### config.mk
export PLATFORM = sky130hd
export DESIGN_NAME = legendre_monomial_product_core_flat
export DESIGN_NICKNAME = d
export VERILOG_FILES = /design/src/rtl/lmp_pkg.sv /design/src/rtl/lmp_sample_if.sv /design/src/rtl/lmp_result_if.sv /design/src/rtl/lmp_dp.sv /design/src/rtl/legendre_monomial_product_core.sv /design/src/flat_wrapper.sv
export SDC_FILE = /design/constraint.sdc
export NUM_CORES = 2
export LEC_CHECK = 0
export ABC_AREA = 0
export BUFFER_PORTS_ARGS = -buffer_cell sky130_fd_sc_hd__buf_4
export CORE_MARGIN = 2
export CORE_UTILIZATION = 35
export DETAILED_ROUTE_END_ITERATION = 16
export PLACE_DENSITY_LB_ADDON = 0.1
export SKIP_LAST_GASP = 1
export SLEW_MARGIN = 20
export SYNTH_ARGS = -nofsm -noshare
export SYNTH_HDL_FRONTEND = slang
export SYNTH_SLANG_ARGS = --single-unit
### constraint.sdc
create_clock -name i_clk -period 11 [get_ports i_clk]
set_clock_uncertainty 0.05 [all_clocks]
set_input_delay 0.55 -clock i_clk [delete_from_list [all_inputs] [get_ports i_clk]]
set_output_delay 0.55 -clock i_clk [all_outputs]
set_load 0.005 [all_outputs]
### src/rtl/lmp_pkg.sv
// Shared types, constants and tables of the Legendre monomial product core.
package lmp_pkg;

    localparam int FRAC_BITS = 16;
    localparam int SAMPLE_W  = 18;
    localparam int COEF_W    = 18;
    localparam int ACC_W     = 36;
    localparam int MUL_W     = ACC_W + SAMPLE_W;
    localparam int MAX_VARS  = 16;
    localparam int IDX_W     = 4;
    localparam int CNT_W     = 5;
    localparam int DEG_W     = 4;
    localparam int MAX_DEG   = 10;
    localparam int TERM_W    = 3;
    localparam int SHIFT_W   = 4;
    localparam int STEP_W    = 4;
    localparam int CFG_W     = 64;

    localparam logic signed [SAMPLE_W-1:0] ONE_Q = 18'sd65536;

    // Microprogram addresses that are jump targets
    localparam logic [STEP_W-1:0] UA_FETCH = 4'd0;
    localparam logic [STEP_W-1:0] UA_LOOP  = 4'd3;
    localparam logic [STEP_W-1:0] UA_ODD   = 4'd5;
    localparam logic [STEP_W-1:0] UA_LEG   = 4'd7;

    typedef enum logic {
        REG_VAR_COUNT   = 1'b0,
        REG_DEGREE_WORD = 1'b1
    } t_reg_idx;

    // Multiplier operand pairs
    typedef enum logic [2:0] {
        M_NONE,
        M_X_X,
        M_ACC_Y,
        M_ACC_X,
        M_PROD_LEG
    } t_msel;

    // Register writeback operations
    typedef enum logic [2:0] {
        WB_NONE,
        WB_LOAD,
        WB_Y,
        WB_HORNER,
        WB_ACC,
        WB_LEG,
        WB_PROD
    } t_wb;

    // Sequencing conditions
    typedef enum logic [2:0] {
        C_NEXT,
        C_JUMP,
        C_WAIT_IN,
        C_TERMS_DONE,
        C_EVEN,
        C_WAIT_OUT
    } t_cond;

    typedef struct packed {
        t_msel             msel;
        t_wb               wb;
        t_cond             cond;
        logic [STEP_W-1:0] target;
    } t_uword;

    typedef struct packed {
        t_msel msel;
        t_wb   wb;
        logic  row_end;
    } t_dp_ctrl;

    typedef struct packed {
        logic terms_done;
        logic deg_odd;
    } t_dp_stat;

    // Control store: one word per step
    function automatic t_uword ucode(input logic [STEP_W-1:0] step);
        t_uword w;
        unique case (step)
            4'd0:    w = '{M_NONE,     WB_LOAD,   C_WAIT_IN,    UA_FETCH};
            4'd1:    w = '{M_X_X,      WB_NONE,   C_NEXT,       UA_FETCH};
            4'd2:    w = '{M_NONE,     WB_Y,      C_NEXT,       UA_FETCH};
            4'd3:    w = '{M_ACC_Y,    WB_NONE,   C_TERMS_DONE, UA_ODD};
            4'd4:    w = '{M_NONE,     WB_HORNER, C_JUMP,       UA_LOOP};
            4'd5:    w = '{M_ACC_X,    WB_NONE,   C_EVEN,       UA_LEG};
            4'd6:    w = '{M_NONE,     WB_ACC,    C_NEXT,       UA_FETCH};
            4'd7:    w = '{M_NONE,     WB_LEG,    C_NEXT,       UA_FETCH};
            4'd8:    w = '{M_PROD_LEG, WB_NONE,   C_NEXT,       UA_FETCH};
            4'd9:    w = '{M_NONE,     WB_PROD,   C_WAIT_OUT,   UA_FETCH};
            default: w = '{M_NONE,     WB_NONE,   C_JUMP,       UA_FETCH};
        endcase
        return w;
    endfunction

    // Numerators in powers of x squared, highest power first
    function automatic logic signed [COEF_W-1:0] leg_coef(
        input logic [DEG_W-1:0]  deg,
        input logic [TERM_W-1:0] term
    );
        logic signed [COEF_W-1:0] row [6];
        unique case (deg)
            4'd0, 4'd1: row = '{1, 0, 0, 0, 0, 0};
            4'd2:  row = '{3, -1, 0, 0, 0, 0};
            4'd3:  row = '{5, -3, 0, 0, 0, 0};
            4'd4:  row = '{35, -30, 3, 0, 0, 0};
            4'd5:  row = '{63, -70, 15, 0, 0, 0};
            4'd6:  row = '{231, -315, 105, -5, 0, 0};
            4'd7:  row = '{429, -693, 315, -35, 0, 0};
            4'd8:  row = '{6435, -12012, 6930, -1260, 35, 0};
            4'd9:  row = '{12155, -25740, 18018, -4620, 315, 0};
            4'd10: row = '{46189, -109395, 90090, -30030, 3465, -63};
            default: row = '{0, 0, 0, 0, 0, 0};
        endcase
        return (term < 3'd6) ? row[term] : '0;
    endfunction

    function automatic logic [TERM_W-1:0] leg_terms(input logic [DEG_W-1:0] deg);
        logic [TERM_W-1:0] t;
        unique case (deg)
            4'd0, 4'd1:  t = 3'd1;
            4'd2, 4'd3:  t = 3'd2;
            4'd4, 4'd5:  t = 3'd3;
            4'd6, 4'd7:  t = 3'd4;
            4'd8, 4'd9:  t = 3'd5;
            4'd10:       t = 3'd6;
            default:     t = 3'd1;
        endcase
        return t;
    endfunction

    function automatic logic [SHIFT_W-1:0] leg_shift(input logic [DEG_W-1:0] deg);
        logic [SHIFT_W-1:0] s;
        unique case (deg)
            4'd0, 4'd1:  s = 4'd0;
            4'd2, 4'd3:  s = 4'd1;
            4'd4, 4'd5:  s = 4'd3;
            4'd6, 4'd7:  s = 4'd4;
            4'd8, 4'd9:  s = 4'd7;
            4'd10:       s = 4'd8;
            default:     s = 4'd0;
        endcase
        return s;
    endfunction

    // Saturate a wide value to [-1.0, 1.0]
    function automatic logic signed [SAMPLE_W-1:0] clamp_one(
        input logic signed [ACC_W-1:0] v
    );
        logic signed [ACC_W-1:0] one_w;
        logic signed [SAMPLE_W-1:0] r;
        one_w = {{(ACC_W-SAMPLE_W){1'b0}}, ONE_Q};
        if (v > one_w) begin
            r = ONE_Q;
        end else if (v < -one_w) begin
            r = -ONE_Q;
        end else begin
            r = v[SAMPLE_W-1:0];
        end
        return r;
    endfunction

endpackage

### src/rtl/lmp_sample_if.sv
// Input channel carrying one variable sample per transfer.
interface lmp_sample_if import lmp_pkg::*; ();
    logic                       valid;
    logic                       ready;
    logic signed [SAMPLE_W-1:0] sample;

    modport source (output valid, output sample, input ready);
    modport sink   (input valid, input sample, output ready);
endinterface

### src/rtl/lmp_result_if.sv
// Output channel carrying one row product per transfer.
interface lmp_result_if import lmp_pkg::*; ();
    logic                       valid;
    logic                       ready;
    logic signed [SAMPLE_W-1:0] product;
    logic                       bad_degree;

    modport source (output valid, output product, output bad_degree, input ready);
    modport sink   (input valid, input product, input bad_degree, output ready);
endinterface

### src/rtl/lmp_dp.sv
// Arithmetic datapath: shared multiplier, Horner accumulator and row product.
module lmp_dp import lmp_pkg::*; (
    input  logic                       i_clk,
    input  logic                       i_rst_n,
    input  t_dp_ctrl                   i_ctrl,
    input  logic signed [SAMPLE_W-1:0] i_sample,
    input  logic [DEG_W-1:0]           i_deg,
    output t_dp_stat                   o_stat,
    output logic signed [SAMPLE_W-1:0] o_prod_next
);

    localparam logic signed [MUL_W-1:0] HALF_P = MUL_W'(1) <<< (FRAC_BITS - 1);

    logic signed [SAMPLE_W-1:0] r_x;
    logic signed [SAMPLE_W-1:0] r_y;
    logic signed [SAMPLE_W-1:0] r_leg;
    logic signed [SAMPLE_W-1:0] r_prod;
    logic signed [ACC_W-1:0]    r_acc;
    logic signed [MUL_W-1:0]    r_p;
    logic [DEG_W-1:0]           r_deg;
    logic [TERM_W-1:0]          r_term;

    logic signed [ACC_W-1:0]    mul_a;
    logic signed [SAMPLE_W-1:0] mul_b;
    logic signed [MUL_W-1:0]    p_rnd_full;
    logic signed [ACC_W-1:0]    p_rnd;
    logic signed [COEF_W-1:0]   coef_load;
    logic signed [COEF_W-1:0]   coef_next;
    logic signed [ACC_W-1:0]    coef_load_q;
    logic signed [ACC_W-1:0]    coef_next_q;
    logic [SHIFT_W-1:0]         k;
    logic [ACC_W-1:0]           bias;
    logic signed [ACC_W-1:0]    acc_biased;
    logic signed [ACC_W-1:0]    acc_scaled;
    logic signed [SAMPLE_W-1:0] x_clamped;

    // Operand selection
    always_comb begin
        mul_a = '0;
        mul_b = '0;
        unique case (i_ctrl.msel)
            M_X_X: begin
                mul_a = {{(ACC_W-SAMPLE_W){r_x[SAMPLE_W-1]}}, r_x};
                mul_b = r_x;
            end
            M_ACC_Y: begin
                mul_a = r_acc;
                mul_b = r_y;
            end
            M_ACC_X: begin
                mul_a = r_acc;
                mul_b = r_x;
            end
            M_PROD_LEG: begin
                mul_a = {{(ACC_W-SAMPLE_W){r_prod[SAMPLE_W-1]}}, r_prod};
                mul_b = r_leg;
            end
            default: begin
                mul_a = '0;
                mul_b = '0;
            end
        endcase
    end

    // Round half up back to the fixed-point scale
    assign p_rnd_full = (r_p + HALF_P) >>> FRAC_BITS;
    assign p_rnd      = p_rnd_full[ACC_W-1:0];

    assign coef_load   = leg_coef(i_deg, '0);
    assign coef_next   = leg_coef(r_deg, r_term);
    assign coef_load_q = {{(ACC_W-COEF_W-FRAC_BITS){coef_load[COEF_W-1]}},
                          coef_load, {FRAC_BITS{1'b0}}};
    assign coef_next_q = {{(ACC_W-COEF_W-FRAC_BITS){coef_next[COEF_W-1]}},
                          coef_next, {FRAC_BITS{1'b0}}};

    // Divide by the power-of-two denominator, rounding half up
    assign k          = leg_shift(r_deg);
    assign bias       = (ACC_W'(1) << k) >> 1;
    assign acc_biased = r_acc + $signed(bias);
    assign acc_scaled = acc_biased >>> k;

    assign x_clamped   = clamp_one({{(ACC_W-SAMPLE_W){i_sample[SAMPLE_W-1]}}, i_sample});
    assign o_prod_next = clamp_one(p_rnd);

    assign o_stat.terms_done = (r_term >= leg_terms(r_deg));
    assign o_stat.deg_odd    = r_deg[0];

    always_ff @(posedge i_clk) begin
        if (i_ctrl.msel != M_NONE) begin
            r_p <= mul_a * mul_b;
        end
        unique case (i_ctrl.wb)
            WB_LOAD: begin
                r_x    <= x_clamped;
                r_deg  <= i_deg;
                r_acc  <= coef_load_q;
                r_term <= TERM_W'(1);
            end
            WB_Y: begin
                r_y <= p_rnd[SAMPLE_W-1:0];
            end
            WB_HORNER: begin
                r_acc  <= p_rnd + coef_next_q;
                r_term <= r_term + TERM_W'(1);
            end
            WB_ACC: begin
                r_acc <= p_rnd;
            end
            WB_LEG: begin
                r_leg <= clamp_one(acc_scaled);
            end
            default: begin
            end
        endcase
    end

    // Running row product: back to one at reset and after each row
    always_ff @(posedge i_clk) begin
        if (!i_rst_n) begin
            r_prod <= ONE_Q;
        end else if (i_ctrl.wb == WB_PROD) begin
            r_prod <= i_ctrl.row_end ? ONE_Q : o_prod_next;
        end
    end

endmodule

### src/rtl/legendre_monomial_product_core.sv
// Top level of the Legendre monomial product core: sequencer, row control and ports.
//
// Usage: each transfer on i_sample brings one variable value in signed Q1.16
// (values beyond +-1.0 are clamped). Variable k of a row takes its Legendre
// degree from bits 4k+3..4k of the degree word; a slot above ten counts as
// degree zero and flags bad_degree on that row's result. After var_count
// variables (0 acts as 1, above 16 as 16) one transfer on o_result carries
// the saturated product of the row and the flag; other items give no result.
// Configuration: i_cfg_we writes i_cfg_data to the register chosen by
// i_cfg_idx (0: var_count, 1: degree_word); write only while idle.
// Sequencing: one item at a time under a ten-step microprogram driving one
// shared 36x18 multiplier. An item of degree d with T Horner terms loops
// over its terms, with one more multiply by x when d is odd; the shared
// multiplier is what bounds the item rate.
// A result is loaded into the output register as the last item of its row ends.
// Reset (synchronous, active low) returns the step counter to fetch, empties
// the output register, clears the row and loads the register defaults.
// Receiver stall: a finished result waits in the output register while the
// next row is worked; the last item of that row holds until the slot frees.
module legendre_monomial_product_core import lmp_pkg::*; (
    input  logic              i_clk,
    input  logic              i_rst_n,
    lmp_sample_if.sink        i_sample,
    lmp_result_if.source      o_result,
    input  logic              i_cfg_we,
    input  t_reg_idx          i_cfg_idx,
    input  logic [CFG_W-1:0]  i_cfg_data
);

    // Configuration registers
    logic [CNT_W-1:0]           r_var_count;
    logic [CFG_W-1:0]           r_degree_word;

    // Sequencer and row state
    logic [STEP_W-1:0]          r_step;
    logic [STEP_W-1:0]          n_step;
    logic [IDX_W-1:0]           r_idx;
    logic                       r_err;

    // Output register
    logic                       r_out_valid;
    logic signed [SAMPLE_W-1:0] r_out_product;
    logic                       r_out_bad;

    t_uword                     uw;
    t_dp_ctrl                   dp_ctrl;
    t_dp_stat                   dp_stat;
    logic signed [SAMPLE_W-1:0] prod_next;
    logic [CNT_W-1:0]           count_eff;
    logic                       row_end;
    logic                       out_busy;
    logic                       hold;
    logic                       take_in;
    logic                       advance_prod;
    logic [DEG_W-1:0]           slot;
    logic                       slot_bad;
    logic [DEG_W-1:0]           deg_in;

    assign uw = ucode(r_step);

    // Effective row length: zero acts as one, clip at the maximum
    always_comb begin
        if (r_var_count == '0) begin
            count_eff = CNT_W'(1);
        end else if (r_var_count > CNT_W'(MAX_VARS)) begin
            count_eff = CNT_W'(MAX_VARS);
        end else begin
            count_eff = r_var_count;
        end
    end

    assign row_end  = ({1'b0, r_idx} + CNT_W'(1)) >= count_eff;
    assign out_busy = r_out_valid && !o_result.ready;

    // Hold the step while waiting on either side
    assign hold = ((uw.cond == C_WAIT_IN) && !i_sample.valid) ||
                  ((uw.cond == C_WAIT_OUT) && row_end && out_busy);

    assign i_sample.ready = (uw.cond == C_WAIT_IN);
    assign take_in        = i_sample.valid && i_sample.ready;
    assign advance_prod   = (uw.wb == WB_PROD) && !hold;

    // Degree slot of the current variable; out-of-range slots act as degree zero
    assign slot     = r_degree_word[{r_idx, 2'b00} +: DEG_W];
    assign slot_bad = slot > DEG_W'(MAX_DEG);
    assign deg_in   = slot_bad ? '0 : slot;

    assign dp_ctrl.msel    = uw.msel;
    assign dp_ctrl.wb      = hold ? WB_NONE : uw.wb;
    assign dp_ctrl.row_end = row_end;

    lmp_dp u_dp (
        .i_clk       (i_clk),
        .i_rst_n     (i_rst_n),
        .i_ctrl      (dp_ctrl),
        .i_sample    (i_sample.sample),
        .i_deg       (deg_in),
        .o_stat      (dp_stat),
        .o_prod_next (prod_next)
    );

    // Next step of the microprogram
    always_comb begin
        n_step = r_step + STEP_W'(1);
        unique case (uw.cond)
            C_NEXT:       n_step = r_step + STEP_W'(1);
            C_JUMP:       n_step = uw.target;
            C_WAIT_IN:    n_step = hold ? r_step : r_step + STEP_W'(1);
            C_TERMS_DONE: n_step = dp_stat.terms_done ? uw.target : r_step + STEP_W'(1);
            C_EVEN:       n_step = !dp_stat.deg_odd ? uw.target : r_step + STEP_W'(1);
            C_WAIT_OUT:   n_step = hold ? r_step : uw.target;
            default:      n_step = UA_FETCH;
        endcase
    end

    always_ff @(posedge i_clk) begin
        if (!i_rst_n) begin
            r_step <= UA_FETCH;
        end else begin
            r_step <= n_step;
        end
    end

    // Configuration writes; an unused index is dropped by the decode
    always_ff @(posedge i_clk) begin
        if (!i_rst_n) begin
            r_var_count   <= CNT_W'(1);
            r_degree_word <= '0;
        end else if (i_cfg_we) begin
            unique case (i_cfg_idx)
                REG_VAR_COUNT:   r_var_count   <= i_cfg_data[CNT_W-1:0];
                REG_DEGREE_WORD: r_degree_word <= i_cfg_data;
                default: begin
                end
            endcase
        end
    end

    // Row bookkeeping: advance the index, collect the bad-degree flag
    always_ff @(posedge i_clk) begin
        if (!i_rst_n) begin
            r_idx <= '0;
            r_err <= 1'b0;
        end else if (advance_prod) begin
            if (row_end) begin
                r_idx <= '0;
                r_err <= 1'b0;
            end else begin
                r_idx <= r_idx + IDX_W'(1);
            end
        end else if (take_in && slot_bad) begin
            r_err <= 1'b1;
        end
    end

    // Output register: load at row end, drop after the transfer
    always_ff @(posedge i_clk) begin
        if (!i_rst_n) begin
            r_out_valid <= 1'b0;
        end else if (advance_prod && row_end) begin
            r_out_valid <= 1'b1;
        end else if (o_result.ready) begin
            r_out_valid <= 1'b0;
        end
    end

    always_ff @(posedge i_clk) begin
        if (advance_prod && row_end) begin
            r_out_product <= prod_next;
            r_out_bad     <= r_err;
        end
    end

    assign o_result.valid      = r_out_valid;
    assign o_result.product    = r_out_product;
    assign o_result.bad_degree = r_out_bad;

endmodule

### src/flat_wrapper.sv
// flat-port wrapper written by rule: the top's interface ports become plain ports
module legendre_monomial_product_core_flat import lmp_pkg::*;
  (i_clk, i_rst_n, i_cfg_we, i_cfg_idx, i_cfg_data, i_sample_valid, i_sample_sample, i_sample_ready, o_result_valid, o_result_product, o_result_bad_degree, o_result_ready);
  lmp_sample_if i_sample_i ();
  lmp_result_if o_result_i ();
  input  logic i_clk;
  input  logic i_rst_n;
  input  logic i_cfg_we;
  input  t_reg_idx i_cfg_idx;
  input  logic [CFG_W-1:0] i_cfg_data;
  input wire logic [$bits(i_sample_i.valid)-1:0] i_sample_valid;
  input wire logic [$bits(i_sample_i.sample)-1:0] i_sample_sample;
  output wire logic [$bits(i_sample_i.ready)-1:0] i_sample_ready;
  output wire logic [$bits(o_result_i.valid)-1:0] o_result_valid;
  output wire logic [$bits(o_result_i.product)-1:0] o_result_product;
  output wire logic [$bits(o_result_i.bad_degree)-1:0] o_result_bad_degree;
  input wire logic [$bits(o_result_i.ready)-1:0] o_result_ready;
  assign i_sample_i.valid = i_sample_valid;
  assign i_sample_i.sample = i_sample_sample;
  assign i_sample_ready = i_sample_i.ready;
  assign o_result_valid = o_result_i.valid;
  assign o_result_product = o_result_i.product;
  assign o_result_bad_degree = o_result_i.bad_degree;
  assign o_result_i.ready = o_result_ready;
  legendre_monomial_product_core u_core (.i_clk(i_clk), .i_rst_n(i_rst_n), .i_sample(i_sample_i), .o_result(o_result_i), .i_cfg_we(i_cfg_we), .i_cfg_idx(i_cfg_idx), .i_cfg_data(i_cfg_data));
endmodule
==> flow_summary.ini <==
[worst_setup_path]
arrival_ps = 10020
critPathRequiredTime_ps = 11280
worstSetupStartpointType = flop
worstRegToRegCells = 31
crit_path_frequent_cell = fa_1
rr_startpoint = u_core.uw[2]
end_kind = flop
worst-path-buf-inv = 6
regToRegSetupSlack_ps = 1260
crit_slowest_cell = nor2b_1
setup.worst_path.class = reg2reg
worstReg2RegEnd = u_core.u_dp.r_p[51]
slowest_delay_ps = 610
cpLargestDelayFamily = adder cells
worstPathMaxFanout = 21

[global_route]
overflow = 0
grt_pass1_wl_um = 207000
antenna_found_initial = 1
grt_max_degree = 80
grt_use_total_pct = 23.7
grt_pass1_vias = 32107

[finish]
num_antenna_cells = 0
fin_nets = 5381
final_cell_mix = inv_1, nand2_1, fa_1
final_common_cell = inv_1
fin_area_um2 = 43100
area_growth_pct = 9.59
final_util_pct = 38.5
nFillCells = 11661
drive_gt1_share_pct = 8.08
final_cells = 6032

[floorplanning]
io_pins = 109
fp-row-count = 123
die_y_um = 339
core-area_um2 = 112000
initial_utilization_pct = 35.1
die-width_um = 339
dieArea_um2 = 115000

[detailed_routing]
dr_total_vias = 31325
drt-vias-per-instance = 5.19
drcViolationCount = 0
wire_per_inst_um = 22.4
drtIter0Drc = 2320
drt_pass1_iterations = 6
finalWirelength_um = 135000
ant_nets = 0

[clock_tree]
post-cts-setup-buffers = 0
htree_levels = 2
cts_buffers = 39
ctsResizeCount = 0
cts_root_buf = clkbuf_16
clk_latency_ps = 630
clk_path_buf_depth = 3
ctsHoldBuffers = 0
clock-sinks = 310
cts_tree = built
clk_pin_slew_ps = 60

[power_and_ir_drop]
power_density_nw_per_um2 = 305
vdd_ir_drop_max_mv = 0.180
leakage_uw = 0.0194

[synth]
async_reset_ff_share_pct = 0
syn_area_um2 = 39400
synth_edf_count = 153
synth_ff_type = dfxtp_1
yosys.area.top_type_share_pct = 30.7
syn_inst = 4501
synth_area_leaders = fa_1, edfxtp_1, dfxtp_1
syn_area_per_cell_um2 = 8.75
post-synth-top-area-cell = fa_1
yosys_warnings = 0
yosys_register_bits = 310
ys_seq_area_share_pct = 19.7
yosysUniqueCellTypes = 99
synth.net_count = 5381

[sta]
slew_headroom_pct = 23.8
slew_viol_final = 0
hold_viol = 0
fin_ws_ps = 1260
rsz0062_at_grt = false
fin_crit_ps = 9740
fmax_ghz = 0.103
setup_tns_ps = 0
min_period_over_period_pct = 88.6
worst_slew_pin_slew_ps = 1140
setup_violations = 0

[place]
dp_cells = 5960
gp_congestion = 0.937
dpl.hpwl_um = 110000
io_buffers = 108
place_area_um2 = 41900
pre_cts_ws_ps = 1250

[flow_run]
maxCapViolCount = 0

[hold_path]
min_from = i_sample_sample[17]
holdPathStages = 1
whs_endpoint = u_core.u_dp.r_x[17]
hp-class = in2reg

[outcome]
outcome = finished clean
==> where the power goes <==
group	switching (uW)	internal (uW)	total, uW
Sequential	432	1790	2220
Clock	578	726	1300
Combinational	6120	3510	9630
==> final cells by class <==
type                            instances  area (um^2)  area share, %
Timing Repair Buffer                  194         1460           3.38
Sequential cell                       310         7740           17.9
Clock inverter                         20          156          0.363
Multi-Input combinational cell       3188        27900           64.7
Inverter                              768         2880           6.69
Clock buffer                           52         1120           2.59
Tap cell                             1500         1880           4.35
==> cells in the mapped netlist (10+ instances only) <==
cell type / count
xor2_1: 33
and2_1: 41
ha_1: 188
a21oi_1: 221
dfxtp_1: 157
inv_1: 764
fa_1: 604
nor3_1: 60
o21a_1: 18
nor2b_1: 38
a21o_1: 76
nand3_1: 54
o211ai_1: 13
nand2_1: 659
nand2b_1: 16
a22oi_1: 56
mux2i_1: 47
and3_1: 27
clkbuf_1: 184
nor2_1: 509
buf_1: 27
buf_2: 16
mux4_2: 35
or3_1: 10
a211oi_1: 24
xnor2_1: 83
nand4_1: 37
o21ai_0: 103
edfxtp_1: 153
o22ai_1: 14
mux2_2: 13
nor4_1: 20
==> per-layer routing <==
metal | up-vias | track usage, % | part of all wire [%]
li1 | 14435 | - | -
met1 | 15786 | 32.2 | 43
met2 | 946 | 39.6 | 48
met3 | 156 | 2.85 | 5.3
met4 | 2 | 6.92 | 3.1
met5 | - | 0 | 0.0059
==> kinds of logic after synthesis <==
group | after synthesis | synth area share (%)
adder cells (fa/ha/maj) | 792 | 36.7
buffers and inverters | 1003 | 9.70
AND/OR/NAND/NOR | 1519 | 16.7
multiplexers | 95 | 3.57
AO/OA/AOI/OAI | 665 | 11.1
flip-flops | 310 | 19.7
XOR/XNOR | 117 | 2.62
==> worst max path at each step <==
stage                       start             endpoint  slack (ps)  cells past startpoint
floorplan           u_core.uw[10]  u_core.u_dp.r_p[51]        2470                     35
global placement    u_core.uw[12]  u_core.u_dp.r_p[51]        1290                     30
detailed placement   u_core.uw[2]  u_core.u_dp.r_p[51]        1250                     31
CTS                  u_core.uw[2]  u_core.u_dp.r_p[51]        1210                     31
global route         u_core.uw[2]  u_core.u_dp.r_p[51]         730                     31
finish               u_core.uw[2]  u_core.u_dp.r_p[51]        1260                     31
==> through the flow <==
step	hold WS, ps	power (uW)
after floorplan	359	8600
after global placement	390	11900
after detailed placement	396	11900
after CTS	94.2	13300
after global routing	106	14400
final	132	13200
No activity file was read; power rests on OpenSTA's default activity.
